**src/design/roi_scan_heatmap_sequencer_core_assert.svh**
```systemverilog
// assertion macros for the roi scan sequencer
`ifndef ROI_SCAN_HEATMAP_SEQUENCER_CORE_ASSERT_SVH
`define ROI_SCAN_HEATMAP_SEQUENCER_CORE_ASSERT_SVH

// same-cycle implication
`define RSHS_ASSERT_IMP(label, clk, rst, ante, cons) \
   label: assert property (@(posedge clk) disable iff (rst) (ante) |-> (cons)) \
      else $error("rshs assertion failed");

// next-cycle implication
`define RSHS_ASSERT_NXT(label, clk, rst, ante, cons) \
   label: assert property (@(posedge clk) disable iff (rst) (ante) |=> (cons)) \
      else $error("rshs assertion failed");

`endif

```
**src/design/rshs_pkg.sv**
```systemverilog
// types, constants and lookup functions for the roi scan sequencer
`default_nettype none

package rshs_pkg;

   localparam int unsigned MM_W   = 16;
   localparam int unsigned MIN_W  = 12;
   localparam int unsigned POS_W  = 8;
   localparam int unsigned AXIS_W = 4;
   localparam int unsigned GRID_W = 5;
   localparam int unsigned HEAT_W = 8;
   localparam int unsigned MODE_W = 2;
   localparam int unsigned SPAD_W = 8;
   localparam int unsigned HEAT_STEPS = 12;

   typedef enum logic [MODE_W-1:0] {
      MODE_GRID16 = 2'd0,
      MODE_GRID8  = 2'd1,
      MODE_GRID4  = 2'd2,
      MODE_GRID1  = 2'd3
   } mode_type;

   localparam mode_type RESET_MODE = MODE_GRID8;

   localparam logic REQ_MEASURE = 1'b0;
   localparam logic REQ_ADVANCE = 1'b1;

   localparam logic [MM_W-1:0]   VALID_LIMIT_MM    = 16'd4000;
   localparam logic [SPAD_W-1:0] FULL_FRAME_CENTER = 8'd199;
   localparam logic [SPAD_W-1:0] SPAD_UPPER_BASE   = 8'd128;
   localparam logic [SPAD_W-1:0] SPAD_LOWER_BASE   = 8'd127;
   localparam logic [AXIS_W-1:0] AXIS_GRID8_BASE   = 4'd4;

   localparam logic [MM_W-1:0] HEAT_BOUND [HEAT_STEPS] = '{
      16'd100, 16'd200, 16'd300, 16'd450, 16'd650, 16'd900,
      16'd1200, 16'd1550, 16'd1950, 16'd2350, 16'd2700, 16'd3000};

   localparam logic [HEAT_W-1:0] HEAT_VALUE [HEAT_STEPS+1] = '{
      8'd255, 8'd230, 8'd205, 8'd182, 8'd162, 8'd145, 8'd130,
      8'd118, 8'd108, 8'd100, 8'd94, 8'd90, 8'd88};

   // spad axis positions of the 4x4 grid
   localparam logic [AXIS_W-1:0] AXIS_GRID4 [4] = '{4'd2, 4'd6, 4'd9, 4'd13};

   typedef struct packed {
      logic [POS_W-1:0]  cell_index;
      logic [AXIS_W-1:0] cell_x;
      logic [AXIS_W-1:0] cell_y;
      logic [HEAT_W-1:0] intensity;
      logic              distance_valid;
      logic [MIN_W-1:0]  cycle_min_mm;
      logic              cycle_min_valid;
      logic [SPAD_W-1:0] next_roi_center;
      logic [GRID_W-1:0] roi_size;
      logic              scan_wrapped;
   } rsp_type;

   function automatic logic [GRID_W-1:0] grid_of(input mode_type m);
      logic [GRID_W-1:0] g;
      case (m)
         MODE_GRID16: g = 5'd16;
         MODE_GRID8:  g = 5'd8;
         MODE_GRID4:  g = 5'd4;
         MODE_GRID1:  g = 5'd1;
         default:     g = 5'd1;
      endcase
      return g;
   endfunction

   function automatic logic [POS_W-1:0] last_pos(input mode_type m);
      logic [POS_W-1:0] p;
      case (m)
         MODE_GRID16: p = 8'd255;
         MODE_GRID8:  p = 8'd63;
         MODE_GRID4:  p = 8'd15;
         MODE_GRID1:  p = 8'd0;
         default:     p = 8'd0;
      endcase
      return p;
   endfunction

   function automatic logic [AXIS_W-1:0] cell_x_of(input mode_type m,
                                                   input logic [POS_W-1:0] pos);
      logic [AXIS_W-1:0] x;
      case (m)
         MODE_GRID16: x = pos[3:0];
         MODE_GRID8:  x = {1'b0, pos[2:0]};
         MODE_GRID4:  x = {2'b00, pos[1:0]};
         MODE_GRID1:  x = '0;
         default:     x = '0;
      endcase
      return x;
   endfunction

   function automatic logic [AXIS_W-1:0] cell_y_of(input mode_type m,
                                                   input logic [POS_W-1:0] pos);
      logic [AXIS_W-1:0] y;
      case (m)
         MODE_GRID16: y = pos[7:4];
         MODE_GRID8:  y = {1'b0, pos[5:3]};
         MODE_GRID4:  y = {2'b00, pos[3:2]};
         MODE_GRID1:  y = '0;
         default:     y = '0;
      endcase
      return y;
   endfunction

   function automatic logic [HEAT_W-1:0] heat_for(input logic [MM_W-1:0] mm);
      logic [HEAT_W-1:0] h;
      h = HEAT_VALUE[HEAT_STEPS];
      // lowest matching step wins
      for (int k = HEAT_STEPS - 1; k >= 0; k--) begin
         if (mm <= HEAT_BOUND[k]) begin
            h = HEAT_VALUE[k];
         end
      end
      return h;
   endfunction

   function automatic logic [SPAD_W-1:0] spad_of(input logic [AXIS_W-1:0] cx,
                                                 input logic [AXIS_W-1:0] cy);
      logic [SPAD_W-1:0] col;
      logic [SPAD_W-1:0] s;
      col = {1'b0, cx, 3'b000};
      if (!cy[3]) begin
         s = SPAD_UPPER_BASE + col + {4'b0000, cy};
      end else begin
         s = SPAD_LOWER_BASE - col - {5'b00000, cy[2:0]};
      end
      return s;
   endfunction

   function automatic logic [SPAD_W-1:0] center_for(input mode_type m,
                                                    input logic [POS_W-1:0] pos);
      logic [SPAD_W-1:0] c;
      case (m)
         MODE_GRID8: begin
            c = spad_of(AXIS_GRID8_BASE + {1'b0, pos[2:0]},
                        AXIS_GRID8_BASE + {1'b0, pos[5:3]});
         end
         MODE_GRID4: begin
            c = spad_of(AXIS_GRID4[pos[1:0]], AXIS_GRID4[pos[3:2]]);
         end
         default: begin
            c = FULL_FRAME_CENTER;
         end
      endcase
      return c;
   endfunction

endpackage

`default_nettype wire

```
**src/design/roi_scan_heatmap_sequencer_core.sv**
```systemverilog
// roi scan sequencer: cell tagging, heat lookup, cycle minimum, next roi centre
//
// req channel (req_valid/req_ready): one item is either a measurement
// (req_type 0, with req_distance_mm and req_timed_out) or a mode advance
// (req_type 1). rsp channel (rsp_valid/rsp_ready): exactly one result item
// per request item, in order.
// Each item passes an input register and a result register, in that
// order. One item per cycle is sustained while the receiver does not
// stall; the scan state is read and updated as an item moves from the
// input register into the result register.
// When the receiver stalls, the result register holds its item and the
// input register takes one more item; req_ready then drops until the
// result is taken.
// Reset (synchronous, active high) empties both registers, selects the
// 8x8 grid, sets the scan position to 0 and forgets the cycle minimum.
`default_nettype none
`include "roi_scan_heatmap_sequencer_core_assert.svh"

module roi_scan_heatmap_sequencer_core (
   input  wire logic                          clock,
   input  wire logic                          reset,
   input  wire logic                          req_valid,
   output      logic                          req_ready,
   input  wire logic                          req_type,
   input  wire logic [rshs_pkg::MM_W-1:0]     req_distance_mm,
   input  wire logic                          req_timed_out,
   output      logic                          rsp_valid,
   input  wire logic                          rsp_ready,
   output      logic [rshs_pkg::POS_W-1:0]    rsp_cell_index,
   output      logic [rshs_pkg::AXIS_W-1:0]   rsp_cell_x,
   output      logic [rshs_pkg::AXIS_W-1:0]   rsp_cell_y,
   output      logic [rshs_pkg::HEAT_W-1:0]   rsp_intensity,
   output      logic                          rsp_distance_valid,
   output      logic [rshs_pkg::MIN_W-1:0]    rsp_cycle_min_mm,
   output      logic                          rsp_cycle_min_valid,
   output      logic [rshs_pkg::SPAD_W-1:0]   rsp_next_roi_center,
   output      logic [rshs_pkg::GRID_W-1:0]   rsp_roi_size,
   output      logic                          rsp_scan_wrapped
);

   import rshs_pkg::*;

   // input register
   logic              s1_valid_ff, s1_valid_in;
   logic              s1_type_ff;
   logic [MM_W-1:0]   s1_mm_ff;
   logic              s1_tmo_ff;

   // scan state
   mode_type          mode_ff, mode_in;
   logic [POS_W-1:0]  pos_ff, pos_in;
   logic [MIN_W-1:0]  min_ff, min_in;
   logic              seen_ff, seen_in;

   // result register
   logic              rsp_valid_ff, rsp_valid_in;
   rsp_type           rsp_ff, rsp_in;

   logic              accept_req;
   logic              advance;
   logic              seen_base;
   logic              meas_valid;
   logic              wrapped;

   assign advance    = s1_valid_ff && (!rsp_valid_ff || rsp_ready);
   assign req_ready  = !s1_valid_ff || !rsp_valid_ff || rsp_ready;
   assign accept_req = req_valid && req_ready;

   always_comb begin
      s1_valid_in = s1_valid_ff;
      if (accept_req) begin
         s1_valid_in = 1'b1;
      end else if (advance) begin
         s1_valid_in = 1'b0;
      end
   end

   always_comb begin
      rsp_valid_in = rsp_valid_ff;
      if (advance) begin
         rsp_valid_in = 1'b1;
      end else if (rsp_ready) begin
         rsp_valid_in = 1'b0;
      end
   end

   always_comb begin
      mode_in    = mode_ff;
      pos_in     = pos_ff;
      min_in     = min_ff;
      seen_in    = seen_ff;
      seen_base  = seen_ff;
      meas_valid = 1'b0;
      wrapped    = 1'b0;
      rsp_in     = '0;
      if (s1_type_ff == REQ_ADVANCE) begin
         mode_in = mode_type'(mode_ff + 2'd1);
         pos_in  = '0;
         seen_in = 1'b0;
      end else begin
         // a new scan cycle starts at position zero
         seen_base  = (pos_ff == '0) ? 1'b0 : seen_ff;
         meas_valid = !s1_tmo_ff && (s1_mm_ff != '0) && (s1_mm_ff < VALID_LIMIT_MM);
         seen_in    = seen_base;
         if (meas_valid && (!seen_base || (s1_mm_ff[MIN_W-1:0] < min_ff))) begin
            min_in  = s1_mm_ff[MIN_W-1:0];
            seen_in = 1'b1;
         end
         wrapped = (pos_ff == last_pos(mode_ff));
         pos_in  = wrapped ? '0 : pos_ff + 8'd1;
         rsp_in.cell_index     = pos_ff;
         rsp_in.cell_x         = cell_x_of(mode_ff, pos_ff);
         rsp_in.cell_y         = cell_y_of(mode_ff, pos_ff);
         rsp_in.intensity      = meas_valid ? heat_for(s1_mm_ff) : '0;
         rsp_in.distance_valid = meas_valid;
         rsp_in.scan_wrapped   = wrapped;
      end
      rsp_in.cycle_min_mm    = seen_in ? min_in : '0;
      rsp_in.cycle_min_valid = seen_in;
      rsp_in.next_roi_center = center_for(mode_in, pos_in);
      rsp_in.roi_size        = grid_of(mode_in);
   end

   always_ff @(posedge clock) begin
      if (reset) begin
         s1_valid_ff  <= 1'b0;
         rsp_valid_ff <= 1'b0;
         mode_ff      <= RESET_MODE;
         pos_ff       <= '0;
         min_ff       <= '0;
         seen_ff      <= 1'b0;
      end else begin
         s1_valid_ff  <= s1_valid_in;
         rsp_valid_ff <= rsp_valid_in;
         if (advance) begin
            mode_ff <= mode_in;
            pos_ff  <= pos_in;
            min_ff  <= min_in;
            seen_ff <= seen_in;
         end
      end
   end

   always_ff @(posedge clock) begin
      if (accept_req) begin
         s1_type_ff <= req_type;
         s1_mm_ff   <= req_distance_mm;
         s1_tmo_ff  <= req_timed_out;
      end
      if (advance) begin
         rsp_ff <= rsp_in;
      end
   end

   assign rsp_valid           = rsp_valid_ff;
   assign rsp_cell_index      = rsp_ff.cell_index;
   assign rsp_cell_x          = rsp_ff.cell_x;
   assign rsp_cell_y          = rsp_ff.cell_y;
   assign rsp_intensity       = rsp_ff.intensity;
   assign rsp_distance_valid  = rsp_ff.distance_valid;
   assign rsp_cycle_min_mm    = rsp_ff.cycle_min_mm;
   assign rsp_cycle_min_valid = rsp_ff.cycle_min_valid;
   assign rsp_next_roi_center = rsp_ff.next_roi_center;
   assign rsp_roi_size        = rsp_ff.roi_size;
   assign rsp_scan_wrapped    = rsp_ff.scan_wrapped;

   // scan position never leaves the current grid
   `RSHS_ASSERT_IMP(a_pos_in_grid, clock, reset, 1'b1, pos_ff <= last_pos(mode_ff))

   // a mode advance restarts the scan and forgets the minimum
   `RSHS_ASSERT_NXT(a_advance_restarts, clock, reset,
                    advance && (s1_type_ff == REQ_ADVANCE), (pos_ff == '0) && !seen_ff)

   // while a wrapping result waits, the state still sits at the grid start
   `RSHS_ASSERT_IMP(a_wrap_pos_zero, clock, reset,
                    rsp_valid_ff && rsp_ff.scan_wrapped, pos_ff == '0)

   // a reported minimum is always a valid distance
   `RSHS_ASSERT_IMP(a_min_in_range, clock, reset,
                    rsp_valid_ff && rsp_ff.cycle_min_valid,
                    (rsp_ff.cycle_min_mm != '0) && (rsp_ff.cycle_min_mm < 12'd4000))

endmodule

`default_nettype wire
```
**config.mk**
```make
export PLATFORM = sky130hd
export DESIGN_NAME = roi_scan_heatmap_sequencer_core
export DESIGN_NICKNAME = d
export VERILOG_FILES = /design/src/design/rshs_pkg.sv /design/src/design/roi_scan_heatmap_sequencer_core.sv
export VERILOG_INCLUDE_DIRS = /design/src /design/src/design
export SDC_FILE = /design/constraint.sdc
export NUM_CORES = 1
export LEC_CHECK = 0
export BUFFER_PORTS_ARGS = -buffer_cell sky130_fd_sc_hd__buf_2
export CAP_MARGIN = 20
export CORE_UTILIZATION = 52
export CTS_CLUSTER_DIAMETER = 30
export DETAILED_ROUTE_END_ITERATION = 7
export MAX_ROUTING_LAYER = met4
export PLACE_DENSITY_LB_ADDON = 0.08
export SYNTH_ARGS = -nofsm -noshare
export SYNTH_HDL_FRONTEND = slang
export SYNTH_SLANG_ARGS = --single-unit
```
**constraint.sdc**
```tcl
create_clock -name clock -period 3.1 [get_ports clock]
set_input_delay 0.62 -clock clock [delete_from_list [all_inputs] [get_ports clock]]
set_output_delay 0.62 -clock clock [all_outputs]
set_load 0.02 [all_outputs]
```
==> results.txt <==
Min-Delay Path Class: in -> reg
Setup Skew: 0.0112 ns
Leak: 0.00237 uW
Mapped cell area: 5430 um^2
Worst-path cell chain: inv_1 -> ha_1 -> ha_1 -> or3b_4 -> o2bb2ai_4 -> a2bb2oi_4 -> buf_6 -> nor2_1 -> ha_1 -> a21oi_2 -> nand2_1 -> a21oi_1 -> a32oi_1
Max cap viols: 0
Die Area: 10800 um^2
Filler cells: 810
PD cells: 423 nW/um^2
First-pass GRT wire length: 20800 um
Yosys top cell area share: 38.2%
Final Hold Fails: 0
Worst setup SP type: flip-flop
Clock tree sinks: 94
WS Path Type: reg -> reg
Die width: 104 um
Design Power: 2660 uW
Sequential share of power: 54.7%
P_sw: 724 uW
Clock Power Share: 30.0%
Area Growth Syn to Fin: 16.1%
CTS tree: built
Clk slew on worst S/H paths: 0.09 ns
Setup Viol. Count Final: 0
Synthesized Nets: 597
Most used cell, CP: ha_1
Antenna Nets Post-Route: 0
Setup ws final: 0.107 ns
Critical Path End Type: flip-flop
Post-synth EDFFs: 69
CP max stage cell: or3b_4
Max transition margin: 51.2%
Maximum fanout along the worst path: 6
Drt wl/cell: 16.6 um
CTS Buf Count: 9
Post-Place Cells: 744
# diodes: 0
Crit share post-route: 96.6%
Combinational power share: 15.4%
Final Net Count: 678
Slew @ Worst Pin: 0.732 ns
Required @ worst endpoint: 3.22 ns
FF+latch count, synth: 94
DP Worst Slack: 0.0462 ns
WL final: 12700 um
Vias in the first global route: 4101
Layout Utilization: 63.2%
Final Non-Filler Cells: 764
Gr usage total: 24.9%
Register area share after synthesis: 47.4%
Drt pass-1 iters: 5
Largest net degree at the start of global routing: 50
Initial core utilization: 54.5%
Placeable Area: 9950 um^2
VDD IR-drop max: 0.233 mV
Post-synthesis cell type count: 68
Routed vias: 4383
Clk buf depth: 2
Largest cells by area after synthesis: edfxtp_1 38%, dfxtp_1 9.2%, ha_1 6.9%, nand2b_1 3.7%, nand2_1 2.9%
DR iter-0 viols: 269
Main synth FF type: edfxtp_1
I/O Buffers: 74
Routability congestion estimate: 0.924
I/O pin count: 76
Fin crit period: 2.99 ns
Share of synthesized flip-flops with an asynchronous set or reset: 0%
Slew Viols, Final: 0
Sw Ratio: 27.2%
Site row count: 36
Final HPWL DP: 8990 um
Int Pwr: 1940 uW
Mapped Cells: 545
Clock tree root buffer cell: clkbuf_8
Cts hold-fix bufs: 0
Die height: 104 um
DRC violations left: 0
Syn_area_per_cell: 9.95 um^2
H-Tree Depth: 3
Ratio of cells with drive above 1 in the final layout: 24.6%
Synth area leader: edfxtp_1
Initial antenna violation count: 0
Grt ovf: 0
Worst skew pair latency: 0.37 ns
Vias per inst: 5.74
Status: finished clean
Critical Path AT: 3.11 ns
Worst path max stage delay: 0.39 ns
Max Clock Freq: 334 MHz
Ys Warns: 0
path summary, 6_finish.rpt:
check,startpoint,slack [ns],end,cells after the start
max,mode_ff[0]$_SDFFE_PP1P_,0.11,rsp_next_roi_center[6]$_DFFE_PP_,13
min,req_distance_mm[13],0.42,s1_mm_ff[13]$_DFFE_PP_,1
max reg2reg,mode_ff[0]$_SDFFE_PP1P_,0.11,rsp_next_roi_center[6]$_DFFE_PP_,13
min reg2reg,min_ff[3]$_SDFFE_PP0P_,0.50,min_ff[3]$_SDFFE_PP0P_,2
timing repair:
item,CTS,global route
endpoints found under the setup margin,0,2
resized for setup,0,10
setup buffers,0,4
cells in the mapped netlist, types with 3 or more instances:
library cell	count
or3_1	4
a211o_1	4
o21ai_1	13
inv_2	3
buf_2	20
and2_1	4
nor4_1	8
a21oi_1	31
o221ai_1	3
edfxtp_1	69
nor2b_1	10
a31oi_1	8
nand2_1	42
and3_1	3
a22oi_1	5
nand4_1	16
o22ai_1	6
nand2b_1	32
inv_1	24
dfxtp_1	25
clkbuf_1	13
nand3b_1	5
buf_4	4
mux2i_1	15
nor3_1	16
nor2_1	40
a21boi_1	4
or4_1	3
nand3_1	10
o21ai_0	12
a21o_1	7
ha_1	30
xor2_1	5
or2_2	5
xnor2_1	4
layout by cell type, fill, tap and decap left out, types with 3 or more instances in the layout:
cell,n
or3_1,4
nand2_1,42
nor3_1,16
dfxtp_1,23
nand4_1,16
o22ai_1,6
a21o_1,7
a21boi_1,4
xnor2_1,4
and3_1,3
clkbuf_8,10
or4_1,3
o21ai_0,12
nor4_1,8
nor2_1,40
nor2b_1,10
o21ai_1,13
nand3b_1,5
a31oi_1,8
a211o_1,4
a21oi_1,30
or2_2,4
ha_1,28
buf_4,33
inv_2,4
inv_1,23
mux2i_1,15
xor2_1,5
buf_2,74
nand2b_1,31
and2_1,4
edfxtp_1,69
nand3_1,10
a22oi_1,5
o221ai_1,3
critical path: cells and delay by family (launching register included):
kind,cells,cell delay (ns)
fa+ha+maj,3,0.87
buf+inv,2,0.21
flops,1,0.33
compound gates,5,0.78
simple gates,3,0.55
layer usage:
metal | vias up | wire [um] | GRT usage (%) | share of wire, %
li1 | 2134 | - | - | -
met3 | 27 | 953 | 4.70 | 7.5
met2 | 198 | 5360 | 34.1 | 42
met4 | 0 | 310 | 9.08 | 2.5
met1 | 2024 | 6030 | 36.4 | 48
met5 | - | 0 | - | 0
registers in the layout (all words and copies together), names as in the netlist, 2 cells and up:
register	count
rsp_next_roi_center	8
rsp_roi_size	4
rsp_cell_x	4
pos_ff	8
mode_ff	2
rsp_cell_y	4
min_ff	12
rsp_cycle_min_mm	12
rsp_intensity	8
rsp_cell_index	8
s1_mm_ff	16
power groups by stage:
| stage | registers, uW | logic, uW | clock network, uW |
|---|---|---|---|
| after detailed placement | 1480 | 380 | 0 |
| after floorplan | 1520 | 221 | 0 |
| after global routing | 1460 | 445 | 875 |
| final | 1460 | 409 | 799 |
| after global placement | 1480 | 380 | 0 |
| after CTS | 1450 | 383 | 821 |
cells by family (layout without fill, tap and decap cells):
group                      count (synthesis)  count (layout)  share of synthesized area, %
and+or+nand+nor                          214             214                          21.6
AOI/OAI and AO/OA                        115             115                          14.1
DFF                                       94              94                          47.4
buffers and inverters                     67             153                          5.65
adders and majority gates                 30              30                          6.92
muxes                                     15              15                          2.77
xor gates and xnor gates                   9               9                          1.45
other                                      1               1                        0.0691
cell type report:
class                      count  area, um^2  area share (%)
clock buffer                  11         163            2.58
clock inverter                 5        36.3           0.576
inverter                      28         105            1.67
multi-input combinational    384        2600            41.3
sequential                    94        2570            40.9
tap                          133         166            2.64
timing repair buffer         109         649            10.3
through the flow:
stage	setup TNS, ns	area, um^2	hold WS (ns)
after floorplan	0	5430	0.462
after global placement	0	6010	0.477
after detailed placement	0	6010	0.482
after CTS	0	6210	0.403
after global routing	-0.0132	6300	0.404
final	0	6300	0.419
No activity file was read; power rests on OpenSTA's default activity.
